$ cat config.mk
export PLATFORM = sky130hd
export DESIGN_NAME = usb_data_packetizer_crc16
export DESIGN_NICKNAME = d
export VERILOG_FILES = /design/src/hdl/udpc_pkg.sv /design/src/hdl/udpc_front.sv /design/src/hdl/udpc_queue.sv /design/src/hdl/udpc_back.sv /design/src/hdl/usb_data_packetizer_crc16.sv
export SDC_FILE = /design/constraint.sdc
export NUM_CORES = 1
export LEC_CHECK = 0
export ABC_CLOCK_PERIOD_IN_PS = 5350
export BUFFER_PORTS_ARGS = -buffer_cell sky130_fd_sc_hd__buf_2
export CAP_MARGIN = 20
export CORE_ASPECT_RATIO = 0.9
export CORE_MARGIN = 8
export CORE_UTILIZATION = 55
export DETAILED_ROUTE_END_ITERATION = 10
export PLACE_DENSITY_LB_ADDON = 0.05
export SLEW_MARGIN = 20
export SYNTH_ARGS = -nofsm -noshare
export SYNTH_HDL_FRONTEND = slang
export SYNTH_SLANG_ARGS = --single-unit
$ cat constraint.sdc
create_clock -name clk -period 5.35 [get_ports clk]
set_clock_uncertainty 0.05 [all_clocks]
set_input_delay 0.2675 -clock clk [delete_from_list [all_inputs] [get_ports clk]]
set_output_delay 0.2675 -clock clk [all_outputs]
set_load 0.02 [all_outputs]
$ cat src/hdl/udpc_pkg.sv
// Shared constants, types and the CRC-16 byte update for the packetizer.
package udpc_pkg;

  localparam int MAX_PAYLOAD_DEF = 8;

  localparam logic [7:0]  SYNC_BYTE = 8'h80;
  localparam logic [15:0] CRC_INIT  = 16'hFFFF;
  localparam logic [15:0] CRC_POLY  = 16'hA001;

  localparam logic [7:0] PID_DATA0_RESET = 8'd195;
  localparam logic [7:0] PID_DATA1_RESET = 8'd75;

  // Configuration register indexes.
  localparam int         CFG_INDEX_W   = 8;
  localparam logic [7:0] REG_PID_DATA0 = 8'd0;
  localparam logic [7:0] REG_PID_DATA1 = 8'd1;

  // Packet descriptor passed from the gathering side to the emitting side.
  typedef struct packed {
    logic [15:0] crc;    // final, already inverted CRC of the payload
    logic        data1;  // packet goes out as DATA1
    logic        eom;    // CRC high byte closes the message
    logic        zlp;    // a zero-length packet follows
  } pkt_desc_t;

  // Reflected CRC-16 update over one byte, least significant bit first.
  function automatic logic [15:0] crc_feed(input logic [15:0] crc_in,
                                           input logic [7:0]  byte_in);
    logic [15:0] c;
    c = crc_in ^ {8'h00, byte_in};
    for (int k = 0; k < 8; k++) begin
      c = c[0] ? ((c >> 1) ^ CRC_POLY) : (c >> 1);
    end
    return c;
  endfunction

endpackage

$ cat src/hdl/udpc_front.sv
// Front end: takes message bytes, stores them, runs the CRC and closes packets.
module udpc_front #(
  parameter int MAX_PAYLOAD = 8,
  parameter int CNT_W       = 4,
  parameter int IDX_W       = 3
) (
  input  logic                  clk,
  input  logic                  rst,
  input  logic                  in_valid,
  output logic                  in_ready,
  input  logic [7:0]            data_byte,
  input  logic                  first_of_message,
  input  logic                  force_data1,
  input  logic                  last_of_message,
  input  logic                  q_full,
  input  logic                  q_wr_slot,
  output logic                  q_push,
  output udpc_pkg::pkt_desc_t   q_desc,
  output logic [CNT_W-1:0]      q_count,
  output logic                  mem_we,
  output logic [IDX_W:0]        mem_addr,
  output logic [7:0]            mem_wdata
);
  import udpc_pkg::*;

  logic [CNT_W-1:0] cnt;
  logic [15:0]      crc;
  logic             tog;

  logic             accept;
  logic [CNT_W-1:0] cnt_base;
  logic [CNT_W-1:0] cnt_new;
  logic [15:0]      crc_base;
  logic [15:0]      crc_new;
  logic             tog_base;
  logic             full;
  logic             close;

  // The bank being filled is free only while the queue has a slot.
  assign in_ready = !q_full;
  assign accept   = in_valid && in_ready;

  // A message start drops an open packet and may force DATA1.
  always_comb begin
    cnt_base = first_of_message ? '0 : cnt;
    crc_base = first_of_message ? CRC_INIT : crc;
    tog_base = (first_of_message && force_data1) ? 1'b1 : tog;
    cnt_new  = cnt_base + CNT_W'(1);
    crc_new  = crc_feed(crc_base, data_byte);
    full     = (cnt_new == CNT_W'(MAX_PAYLOAD));
    close    = last_of_message || full;
  end

  // Store the byte in the bank that belongs to the queue's write slot.
  assign mem_we    = accept;
  assign mem_addr  = {q_wr_slot, cnt_base[IDX_W-1:0]};
  assign mem_wdata = data_byte;

  // Descriptor of the packet that this byte closes.
  assign q_push       = accept && close;
  assign q_count      = cnt_new;
  assign q_desc.crc   = ~crc_new;
  assign q_desc.data1 = tog_base;
  assign q_desc.eom   = last_of_message && !full;
  assign q_desc.zlp   = last_of_message && full;

  // Gathering state: byte count, running CRC and DATA0/DATA1 toggle.
  always_ff @(posedge clk) begin
    if (rst) begin
      cnt <= '0;
      crc <= CRC_INIT;
      tog <= 1'b0;
    end else if (accept) begin
      if (close) begin
        cnt <= '0;
        crc <= CRC_INIT;
        // A trailing zero-length packet takes the second toggle.
        tog <= q_desc.zlp ? tog_base : ~tog_base;
      end else begin
        cnt <= cnt_new;
        crc <= crc_new;
        tog <= tog_base;
      end
    end
  end

endmodule

$ cat src/hdl/udpc_queue.sv
// Two-entry queue of packet descriptors; the slot number also names the payload bank.
module udpc_queue #(
  parameter int CNT_W = 4
) (
  input  logic                clk,
  input  logic                rst,
  input  logic                push,
  input  udpc_pkg::pkt_desc_t push_desc,
  input  logic [CNT_W-1:0]    push_count,
  input  logic                pop,
  output logic                full,
  output logic                empty,
  output logic                wr_slot,
  output logic                rd_slot,
  output udpc_pkg::pkt_desc_t head_desc,
  output logic [CNT_W-1:0]    head_count
);
  import udpc_pkg::*;

  pkt_desc_t        desc_q  [2];
  logic [CNT_W-1:0] count_q [2];
  logic             wr_ptr;
  logic             rd_ptr;
  logic [1:0]       fill;

  assign full       = (fill == 2'd2);
  assign empty      = (fill == 2'd0);
  assign wr_slot    = wr_ptr;
  assign rd_slot    = rd_ptr;
  assign head_desc  = desc_q[rd_ptr];
  assign head_count = count_q[rd_ptr];

  // Entry storage.
  always_ff @(posedge clk) begin
    if (push) begin
      desc_q[wr_ptr]  <= push_desc;
      count_q[wr_ptr] <= push_count;
    end
  end

  // Pointers and fill level.
  always_ff @(posedge clk) begin
    if (rst) begin
      wr_ptr <= 1'b0;
      rd_ptr <= 1'b0;
      fill   <= 2'd0;
    end else begin
      if (push) begin
        wr_ptr <= ~wr_ptr;
      end
      if (pop) begin
        rd_ptr <= ~rd_ptr;
      end
      case ({push, pop})
        2'b10:   fill <= fill + 2'd1;
        2'b01:   fill <= fill - 2'd1;
        default: fill <= fill;
      endcase
    end
  end

endmodule

$ cat src/hdl/udpc_back.sv
// Back end: holds the payload banks and sends sync, PID, payload and CRC bytes.
module udpc_back #(
  parameter int CNT_W = 4,
  parameter int IDX_W = 3
) (
  input  logic                clk,
  input  logic                rst,
  input  logic                mem_we,
  input  logic [IDX_W:0]      mem_addr,
  input  logic [7:0]          mem_wdata,
  input  logic                q_empty,
  input  logic                q_rd_slot,
  input  udpc_pkg::pkt_desc_t q_desc,
  input  logic [CNT_W-1:0]    q_count,
  output logic                q_pop,
  input  logic [7:0]          pid_data0_code,
  input  logic [7:0]          pid_data1_code,
  output logic                out_valid,
  input  logic                out_ready,
  output logic [7:0]          packet_byte,
  output logic                end_of_packet,
  output logic                end_of_message
);
  import udpc_pkg::*;

  typedef enum logic [3:0] {
    ST_IDLE,
    ST_PID,
    ST_DATA,
    ST_CRCL,
    ST_CRCH,
    ST_ZSYNC,
    ST_ZPID,
    ST_ZCRCL,
    ST_ZCRCH
  } state_t;

  state_t           state;
  state_t           state_next;
  logic [CNT_W-1:0] idx;
  logic [CNT_W-1:0] idx_next;
  logic             load;
  logic [7:0]       byte_next;
  logic             eop_next;
  logic             eom_next;
  logic             slot_free;

  logic [7:0]       mem [2**(IDX_W+1)];
  logic [IDX_W:0]   rd_addr;
  logic [7:0]       rd_data;

  // Payload banks: one write from the front, one registered read here.
  assign rd_addr = {q_rd_slot, idx_next[IDX_W-1:0]};

  always_ff @(posedge clk) begin
    if (mem_we) begin
      mem[mem_addr] <= mem_wdata;
    end
    rd_data <= mem[rd_addr];
  end

  // The output register can take a byte when empty or being drained.
  assign slot_free = !out_valid || out_ready;

  // Byte sequencer for one descriptor.
  always_comb begin
    state_next = state;
    idx_next   = idx;
    load       = 1'b0;
    byte_next  = packet_byte;
    eop_next   = 1'b0;
    eom_next   = 1'b0;
    q_pop      = 1'b0;
    case (state)
      ST_IDLE: begin
        idx_next = '0;
        if (!q_empty && slot_free) begin
          load       = 1'b1;
          byte_next  = SYNC_BYTE;
          state_next = ST_PID;
        end
      end
      ST_PID: begin
        if (slot_free) begin
          load       = 1'b1;
          byte_next  = q_desc.data1 ? pid_data1_code : pid_data0_code;
          state_next = ST_DATA;
        end
      end
      ST_DATA: begin
        if (slot_free) begin
          load      = 1'b1;
          byte_next = rd_data;
          idx_next  = idx + CNT_W'(1);
          if (idx_next == q_count) begin
            state_next = ST_CRCL;
          end
        end
      end
      ST_CRCL: begin
        if (slot_free) begin
          load       = 1'b1;
          byte_next  = q_desc.crc[7:0];
          state_next = ST_CRCH;
        end
      end
      ST_CRCH: begin
        if (slot_free) begin
          load      = 1'b1;
          byte_next = q_desc.crc[15:8];
          eop_next  = 1'b1;
          eom_next  = q_desc.eom;
          // The descriptor stays at the head while a zero-length packet follows.
          q_pop      = !q_desc.zlp;
          state_next = q_desc.zlp ? ST_ZSYNC : ST_IDLE;
        end
      end
      ST_ZSYNC: begin
        if (slot_free) begin
          load       = 1'b1;
          byte_next  = SYNC_BYTE;
          state_next = ST_ZPID;
        end
      end
      ST_ZPID: begin
        if (slot_free) begin
          load       = 1'b1;
          byte_next  = q_desc.data1 ? pid_data0_code : pid_data1_code;
          state_next = ST_ZCRCL;
        end
      end
      ST_ZCRCL: begin
        if (slot_free) begin
          load       = 1'b1;
          byte_next  = 8'h00;
          state_next = ST_ZCRCH;
        end
      end
      ST_ZCRCH: begin
        if (slot_free) begin
          load       = 1'b1;
          byte_next  = 8'h00;
          eop_next   = 1'b1;
          eom_next   = 1'b1;
          q_pop      = 1'b1;
          state_next = ST_IDLE;
        end
      end
      default: begin
        state_next = ST_IDLE;
      end
    endcase
  end

  // State, byte index and the output register.
  always_ff @(posedge clk) begin
    if (rst) begin
      state     <= ST_IDLE;
      idx       <= '0;
      out_valid <= 1'b0;
    end else begin
      state <= state_next;
      idx   <= idx_next;
      if (load) begin
        out_valid <= 1'b1;
      end else if (out_ready) begin
        out_valid <= 1'b0;
      end
    end
    if (load) begin
      packet_byte    <= byte_next;
      end_of_packet  <= eop_next;
      end_of_message <= eom_next;
    end
  end

endmodule

$ cat src/hdl/usb_data_packetizer_crc16.sv
// A byte that closes a packet queues a descriptor; the sequencer then sends its sync byte.
// Input side takes one byte per cycle while one of the two payload banks is free.
// Output side sends one byte per cycle while the receiver is ready; a packet of n payload bytes
// is n + 4 bytes and a trailing zero-length packet 4 more, so the output sequencer sets the sustained rate.
// Reset (synchronous) empties the queue and output register, clears the count, CRC and
// toggle, and loads the PID registers with 0xC3 and 0x4B; no clearing pass is needed.
module usb_data_packetizer_crc16 #(
  parameter int MAX_PAYLOAD = udpc_pkg::MAX_PAYLOAD_DEF
) (
  input  logic                         clk,
  input  logic                         rst,
  input  logic                         in_valid,
  output logic                         in_ready,
  input  logic [7:0]                   data_byte,
  input  logic                         first_of_message,
  input  logic                         force_data1,
  input  logic                         last_of_message,
  output logic                         out_valid,
  input  logic                         out_ready,
  output logic [7:0]                   packet_byte,
  output logic                         end_of_packet,
  output logic                         end_of_message,
  input  logic                         cfg_valid,
  output logic                         cfg_ready,
  input  logic [udpc_pkg::CFG_INDEX_W-1:0] cfg_index,
  input  logic [7:0]                   cfg_data
);
  import udpc_pkg::*;

  localparam int CNT_W = $clog2(MAX_PAYLOAD + 1);
  localparam int IDX_W = (MAX_PAYLOAD > 1) ? $clog2(MAX_PAYLOAD) : 1;

  logic [7:0]       pid_data0_code;
  logic [7:0]       pid_data1_code;

  logic             q_full;
  logic             q_empty;
  logic             q_wr_slot;
  logic             q_rd_slot;
  logic             q_push;
  logic             q_pop;
  pkt_desc_t        push_desc;
  pkt_desc_t        head_desc;
  logic [CNT_W-1:0] push_count;
  logic [CNT_W-1:0] head_count;

  logic             mem_we;
  logic [IDX_W:0]   mem_addr;
  logic [7:0]       mem_wdata;

  // PID registers; an unknown index is dropped.
  assign cfg_ready = 1'b1;

  always_ff @(posedge clk) begin
    if (rst) begin
      pid_data0_code <= PID_DATA0_RESET;
      pid_data1_code <= PID_DATA1_RESET;
    end else if (cfg_valid && cfg_ready) begin
      if (cfg_index == REG_PID_DATA0) begin
        pid_data0_code <= cfg_data;
      end
      if (cfg_index == REG_PID_DATA1) begin
        pid_data1_code <= cfg_data;
      end
    end
  end

  udpc_front #(
    .MAX_PAYLOAD (MAX_PAYLOAD),
    .CNT_W       (CNT_W),
    .IDX_W       (IDX_W)
  ) u_front (
    .clk              (clk),
    .rst              (rst),
    .in_valid         (in_valid),
    .in_ready         (in_ready),
    .data_byte        (data_byte),
    .first_of_message (first_of_message),
    .force_data1      (force_data1),
    .last_of_message  (last_of_message),
    .q_full           (q_full),
    .q_wr_slot        (q_wr_slot),
    .q_push           (q_push),
    .q_desc           (push_desc),
    .q_count          (push_count),
    .mem_we           (mem_we),
    .mem_addr         (mem_addr),
    .mem_wdata        (mem_wdata)
  );

  udpc_queue #(
    .CNT_W (CNT_W)
  ) u_queue (
    .clk        (clk),
    .rst        (rst),
    .push       (q_push),
    .push_desc  (push_desc),
    .push_count (push_count),
    .pop        (q_pop),
    .full       (q_full),
    .empty      (q_empty),
    .wr_slot    (q_wr_slot),
    .rd_slot    (q_rd_slot),
    .head_desc  (head_desc),
    .head_count (head_count)
  );

  udpc_back #(
    .CNT_W (CNT_W),
    .IDX_W (IDX_W)
  ) u_back (
    .clk            (clk),
    .rst            (rst),
    .mem_we         (mem_we),
    .mem_addr       (mem_addr),
    .mem_wdata      (mem_wdata),
    .q_empty        (q_empty),
    .q_rd_slot      (q_rd_slot),
    .q_desc         (head_desc),
    .q_count        (head_count),
    .q_pop          (q_pop),
    .pid_data0_code (pid_data0_code),
    .pid_data1_code (pid_data1_code),
    .out_valid      (out_valid),
    .out_ready      (out_ready),
    .packet_byte    (packet_byte),
    .end_of_packet  (end_of_packet),
    .end_of_message (end_of_message)
  );

endmodule

==> flow_metrics.py, run 1 <==
metrics = {
    "job": {
        "maxCapViolations": 0,
    },
    "placement": {
        "dp.final_hpwl_mm": 17.41,
        "dp.cells": 1077,
        "io_buffer_count": 43,
        "gp_congestion": 0.8282,
        "placedInstanceArea_sq_um": 10820,
    },
    "synth": {
        "ys.flop_type": "edfxtp_1",
        "synth_common_cells": "184 x edfxtp_1, 78 x a21oi_1, 60 x nor2_1",
        "synth_area_leaders": "edfxtp_1 53%, dfxtp_1 11%, mux2i_1 3.8%, a21oi_1 3.7%, xnor2_1 2.3%",
        "yosysWarnings": 0,
        "synth.cell_area_sq_um": 10460,
        "yosysTopAreaCell": "edfxtp_1",
        "synthArstFlopShare": 0,
        "synth_edf_count": 184,
        "syn_inst": 825,
        "yosysMostFrequentCell": "edfxtp_1",
        "ys_ff_latch": 243,
        "synth_top_area_share": 0.5282,
        "syn_area_per_cell_sq_um": 12.68,
        "ys_seq_area_frac": 0.6411,
        "yosys.cell_types.count": 69,
        "syn_nets": 863,
    },
    "global_route": {
        "overflow": 0,
        "grt_pass1_vias": 6792,
        "grt_max_degree": 41,
        "track_usage": 0.2171,
        "grt_use_met2": 0.3111,
        "use_met3": 0.04643,
        "antenna_found_initial": 0,
        "use_met1": 0.3295,
        "top_usage_layer": "met1",
        "grt_pass1_wl_mm": 40.10,
    },
    "floorplanning": {
        "core_region_area_sq_um": 18920,
        "row_count": 48,
        "initial_core_util": 0.5530,
        "die_area_sq_um": 23700,
        "die_h_microns": 146.8,
        "ios": 45,
        "die_x_microns": 161.4,
    },
    "drt": {
        "num_vias": 6981,
        "vias_per_cell": 6.167,
        "drtAntennaViolNets": 0,
        "drc": 0,
        "post_drt_wl_per_cell_microns": 23.15,
        "wl_mm": 26.21,
        "dr.pass1.iters": 6,
        "drtIter0Drc": 629,
    },
    "critical_path": {
        "critical_path_class": "register to register",
        "cp_data_arrival_time_ns": 3.54,
        "crit_fanout": 16,
        "ff2ff_path_depth": 6,
        "crit_path_start_kind": "register",
        "required_ns": 5.76,
        "cp-end-kind": "register",
    },
    "sta": {
        "fin_tns_setup_ns": 0,
        "tightest_slew_ns": 0.9881,
        "slew_headroom": 0.3397,
        "period_share": 0.5846,
        "finalSetupViolations": 0,
        "hold_viol_final": 0,
        "max_freq_ghz": 0.3198,
        "fin_crit_ns": 3.127,
        "rsz0062_at_grt": "no",
        "maxSlewViolCount": 0,
    },
    "clock_tree": {
        "post-cts-setup-buffers": 0,
        "cts-resized-gates": 0,
        "cts_hold_buf": 8,
        "cts_buffers": 26,
        "root_buffer": "clkbuf_16",
        "cts_htree_levels": 1,
        "clock_path_buffers": 3,
        "clkSlewWorstSetupHoldPaths_ns": 0.06,
        "clock_sinks": 243,
        "clk_latency_ns": 0.53,
        "cts_tree": "yes",
    },
    "power": {
        "p_leak_nw": 4.123,
        "power_density_nw_per_um2": 427.8,
        "peakVddDrop_uv": 330.0,
    },
    "worst_hold_path": {
        "holdPathStages": 4,
        "worstHoldPathType": "primary input to register",
    },
    "finish": {
        "fin_cells": 1132,
        "fin_area_sq_um": 11790,
        "drive_above_1_share": 0.1270,
        "synthToLayoutAreaGrowth_pct": 12.68,
        "fillCellCount": 1452,
        "antenna_cells_inserted": 0,
        "final_nets": 901,
    },
    "outcome": {
        "status": "finished, final reports clean",
    },
}
-- cell families (layout without fill, tap and decap cells) --
| kind of cell | Yosys count | after routing | share of synthesized area |
|---|---|---|---|
| simple gates | 219 | 219 | 0.1061 |
| flops | 243 | 243 | 0.6411 |
| mux | 41 | 41 | 0.03935 |
| xor+xnor | 42 | 42 | 0.03779 |
| buf+inv | 60 | 117 | 0.02751 |
| fa+ha+maj | 6 | 6 | 0.007176 |
| other cells | 1 | 1 | 0.0003585 |
| compound gates | 213 | 213 | 0.1407 |
-- cells in the final DEF, fill, tap and decap left out, types with 16 or more instances in the layout --
master / Yosys / final
mux2i_1: 40 / 40
edfxtp_1: 184 / 184
o2bb2ai_1: 16 / 16
nor2_1: 60 / 58
clkbuf_16: 0 / 28
o211ai_1: 18 / 18
nand2_1: 54 / 54
xnor2_1: 27 / 27
o22ai_1: 16 / 16
o2111ai_1: 16 / 16
or3_1: 21 / 21
dfxtp_1: 59 / 59
buf_2: 14 / 43
a21oi_1: 78 / 78
-- through the flow --
stage               utilization  setup WS (ns)  total power, mW  hold slack, ns
global route             0.6231          2.033            5.220         0.08451
global placement         0.5715          2.341            3.237          0.4030
floorplan                     -          2.452            2.968          0.3164
CTS                      0.6228          2.240            5.063         0.05342
detailed placement       0.5720          2.203            3.250          0.4095
finish                   0.6231          2.223            5.043         0.06291
-- state kept, by name, summed over array words and instances, names as in the netlist, 8 cells and up, named ones only --
signal,count
u_front.crc,16
u_back.mem,128
pid_data1_code,8
pid_data0_code,8
u_queue.desc_q,38
u_queue.count_q,8
u_back.rd_data,8
u_back.packet_byte,8
-- power by group --
part | leakage (nW) | switching [mW] | internal, mW | total [mW]
combinational | 1.53 | 0.649 | 0.304 | 0.953
clock | 0.435 | 0.725 | 1.10 | 1.82
sequential | 2.16 | 0.0805 | 2.19 | 2.27
total | 4.12 | 1.45 | 3.59 | 5.04
-- final timing paths --
| path | startpoint | end | slack (ns) |
|---|---|---|---|
| worst max-delay path | u_back.state[1] | u_back.rd_data[1] | 2.22 |
| worst min-delay path | last_of_message | u_front.cnt[2] | 0.06 |
| worst max register to register | u_back.state[1] | u_back.rd_data[1] | 2.22 |
| worst min register to register | u_front.crc[10] | u_front.crc[10] | 0.42 |
-- routing by layer --
metal,up-vias,part of all wire
met5,-,0
met4,0,0.022
met3,52,0.079
met2,250,0.43
met1,3463,0.46
li1,3216,-
-- final cells by class --
type / instances / area [sq um] / share of cell area
well taps: 250 / 312.8 / 0.02654
repair buffers: 60 / 362.8 / 0.03078
flip-flops and latches: 243 / 6706 / 0.5689
inverters: 10 / 37.54 / 0.003184
clock inverters: 13 / 117.6 / 0.009978
multi-input cells: 522 / 3487 / 0.2958
clock buffers: 34 / 763.2 / 0.06475
-- worst max-delay path: stages, from the launching register on --
cell and delay, ns:
dfxtp_1 0.58, nor4b_4 0.69, nand2_1 0.25, a22oi_2 0.71, o22ai_1 0.28, or3_1 0.40
nand4_1 0.09
Note: power is estimated with default switching activity, not from simulation.
==> run 2: changes to the inputs <==
--- a/config.mk
+++ b/config.mk
@@ -5,7 +5,8 @@
 export SDC_FILE = /design/constraint.sdc
 export NUM_CORES = 1
 export LEC_CHECK = 0
-export ABC_CLOCK_PERIOD_IN_PS = 5350
+export ABC_AREA = 1
+export ABC_CLOCK_PERIOD_IN_PS = 3100
 export BUFFER_PORTS_ARGS = -buffer_cell sky130_fd_sc_hd__buf_2
 export CAP_MARGIN = 20
 export CORE_ASPECT_RATIO = 0.9
==> constraint.sdc (replaced) <==
create_clock -name clk -period 3.1 [get_ports clk]
set_clock_uncertainty 0.05 [all_clocks]
set_input_delay 0.155 -clock clk [delete_from_list [all_inputs] [get_ports clk]]
set_output_delay 0.155 -clock clk [all_outputs]
set_load 0.02 [all_outputs]
==> flow_metrics.py, run 2 <==
metrics = {
    "floorplanning": {
        "die_area_sq_um": 23680,
        "core_region_area_sq_um": 18920,
        "ios": 45,
        "die_x_microns": 161.3,
        "initial_core_util": 0.5526,
        "die_h_microns": 146.8,
        "row_count": 48,
    },
    "drt": {
        "drtAntennaViolNets": 0,
        "post_drt_wl_per_cell_microns": 17.80,
        "drtIter0Drc": 561,
        "wl_mm": 23.92,
        "drc": 0,
        "vias_per_cell": 5.441,
        "dr.pass1.iters": 5,
        "num_vias": 7313,
    },
    "job": {
        "maxCapViolations": 0,
    },
    "critical_path": {
        "cp-end-kind": "register",
        "critical_path_class": "register to register",
        "crit_path_start_kind": "register",
        "crit_fanout": 7,
        "cp_data_arrival_time_ns": 2.85,
        "reg2reg_slack_ns": 0.60,
        "required_ns": 3.45,
    },
    "sta": {
        "fin_tns_setup_ns": 0,
        "max_freq_ghz": 0.3999,
        "period_share": 0.8066,
        "tightest_slew_ns": 0.8169,
        "setup_ws_ns": 0.5996,
        "fin_crit_ns": 2.500,
        "finalSetupViolations": 0,
        "hold_viol_final": 0,
        "slew_headroom": 0.4534,
        "rsz0062_at_grt": "no",
        "maxSlewViolCount": 0,
    },
    "placement": {
        "pre_cts_ws_ns": 0.4755,
        "dp.final_hpwl_mm": 15.83,
        "placedInstanceArea_sq_um": 10980,
        "gp_congestion": 0.8500,
        "io_buffer_count": 43,
    },
    "synth": {
        "ys.flop_type": "edfxtp_1",
        "syn_inst": 1013,
        "syn_area_per_cell_sq_um": 10.32,
        "yosys.cell_types.count": 41,
        "ys_ff_latch": 243,
        "synth_top_area_share": 0.5285,
        "yosysMostFrequentCell": "edfxtp_1",
        "synth_common_cells": "184 x edfxtp_1, 165 x nand2_1, 128 x nor2_1",
        "synth_edf_count": 184,
        "yosysTopAreaCell": "edfxtp_1",
        "synth_area_leaders": "edfxtp_1 53%, dfxtp_1 11%, nand2_1 5.9%, o211ai_1 4.7%, nor2_1 4.6%",
        "synthArstFlopShare": 0,
        "syn_nets": 1051,
        "synth.cell_area_sq_um": 10460,
        "yosysWarnings": 0,
        "ys_seq_area_frac": 0.6415,
    },
    "clock_tree": {
        "root_buffer": "clkbuf_16",
        "cts_htree_levels": 1,
        "post-cts-setup-buffers": 0,
        "clkSlewWorstSetupHoldPaths_ns": 0.06,
        "clock_path_buffers": 3,
        "clk_latency_ns": 0.52,
        "cts_buffers": 26,
        "clock_sinks": 243,
        "cts_tree": "yes",
    },
    "finish": {
        "final_common_cell": "edfxtp_1",
        "layout_common_cells": "184 x edfxtp_1, 165 x nand2_1, 126 x nor2_1",
        "largest_register_ffs": 128,
        "regMostFlops": "u_back.mem",
        "multi_input_area_sq_um": 3141,
        "synthToLayoutAreaGrowth_pct": 14.71,
        "antenna_cells_inserted": 0,
        "fin_area_sq_um": 11990,
        "final_nets": 1112,
        "fillCellCount": 1547,
        "largest_registers": "u_back.mem x128, u_queue.desc_q x38, u_front.crc x16",
        "register_area_sq_um": 6706,
        "drive_above_1_share": 0.1216,
    },
    "global_route": {
        "antenna_found_initial": 0,
        "overflow": 0,
        "grt_max_degree": 66,
        "track_usage": 0.2014,
        "grt_pass1_wl_mm": 37.77,
        "grt_pass1_vias": 6886,
    },
    "power": {
        "peakVddDrop_uv": 473.6,
        "p_leak_nw": 4.699,
        "power_density_nw_per_um2": 773.8,
    },
    "outcome": {
        "status": "finished, final reports clean",
    },
    "worst_hold_path": {
        "worstHoldPathType": "primary input to register",
    },
}
[run 2: cell types whose count changed after synthesis, moves of 30 or more]
cell	before	now
a21oi_1	78	48
o21ai_0	9	70
nor2_1	60	128
inv_1	9	96
o211ai_1	18	65
mux2i_1	40	1
nand2_1	54	165
nand3_1	11	56
[run 2: where the power goes]
group          switching (mW)  leakage [nW]  internal (mW)  total, mW
combinational            1.45          2.09          0.621       2.07
clock                    1.23         0.439           1.97       3.20
sequential              0.156          2.17           3.85       4.01
total                    2.83          4.70           6.45       9.28
[run 2: logic make-up (layout without fill, tap and decap cells)]
family / Yosys count / after routing / share of synthesized area
simple gates: 374 / 374 / 0.1474
flops: 243 / 243 / 0.6415
xor+xnor: 16 / 16 / 0.01340
compound gates: 221 / 221 / 0.1266
mux: 4 / 4 / 0.004188
buf+inv: 148 / 229 / 0.05936
other cells: 1 / 1 / 0.0003587
fa+ha+maj: 6 / 6 / 0.007180
[run 2: cell type report]
class | instances | area share
clock buffer | 34 | 0.06020
clock inverter | 14 | 0.01450
tap | 250 | 0.02608
timing repair buffer | 76 | 0.04528
multi-input combinational | 622 | 0.2619
sequential | 243 | 0.5592
inverter | 105 | 0.03286
[run 2: critical path, stage by stage (launching register included)]
cell and delay [ns]:
dfxtp_1 0.32, inv_1 0.04, nor2_2 0.24, nand3_1 0.13, xor2_1 0.32, nand3_1 0.16, nand2_1 0.15, nand2_1 0.16
ha_1 0.38, a21oi_1 0.12, o21ai_0 0.11, o21ai_0 0.16, a21oi_1 0.05
[run 2: worst paths after layout]
| kind | from | to | cells after the start |
|---|---|---|---|
| worst max-delay path | u_front.cnt[2] | u_queue.fill[1] | 12 |
| worst min register to register | pid_data0_code[1] | pid_data0_code[1] | 2 |
| worst min-delay path | data_byte[1] | u_back.mem[2][1] | 1 |
| worst max register to register | u_front.cnt[2] | u_queue.fill[1] | 12 |
[run 2: layer usage]
metal,track usage,up-vias,part of all wire
met5,0,-,0
li1,-,3629,-
met3,0.02993,37,0.059
met2,0.3056,204,0.44
met1,0.2964,3443,0.47
met4,0.05550,0,0.027
[run 2: stage by stage]
stage	std cells	util	power, mW	hold slack [ns]
floorplan	1013	-	5.477	0.2039
global placement	1284	0.5802	6.121	0.3371
detailed placement	1284	0.5802	6.141	0.3449
CTS	1344	0.6339	9.334	0.009126
global route	1344	0.6339	9.700	0.01341
finish	1344	0.6339	9.280	0.01544
[run 2: what timing repair did]
| action | in CTS | in global routing |
|---|---|---|
| gates resized for setup | 0 | 0 |
| hold buffers | 12 | 0 |
| hold endpoints to repair | 30 | 0 |
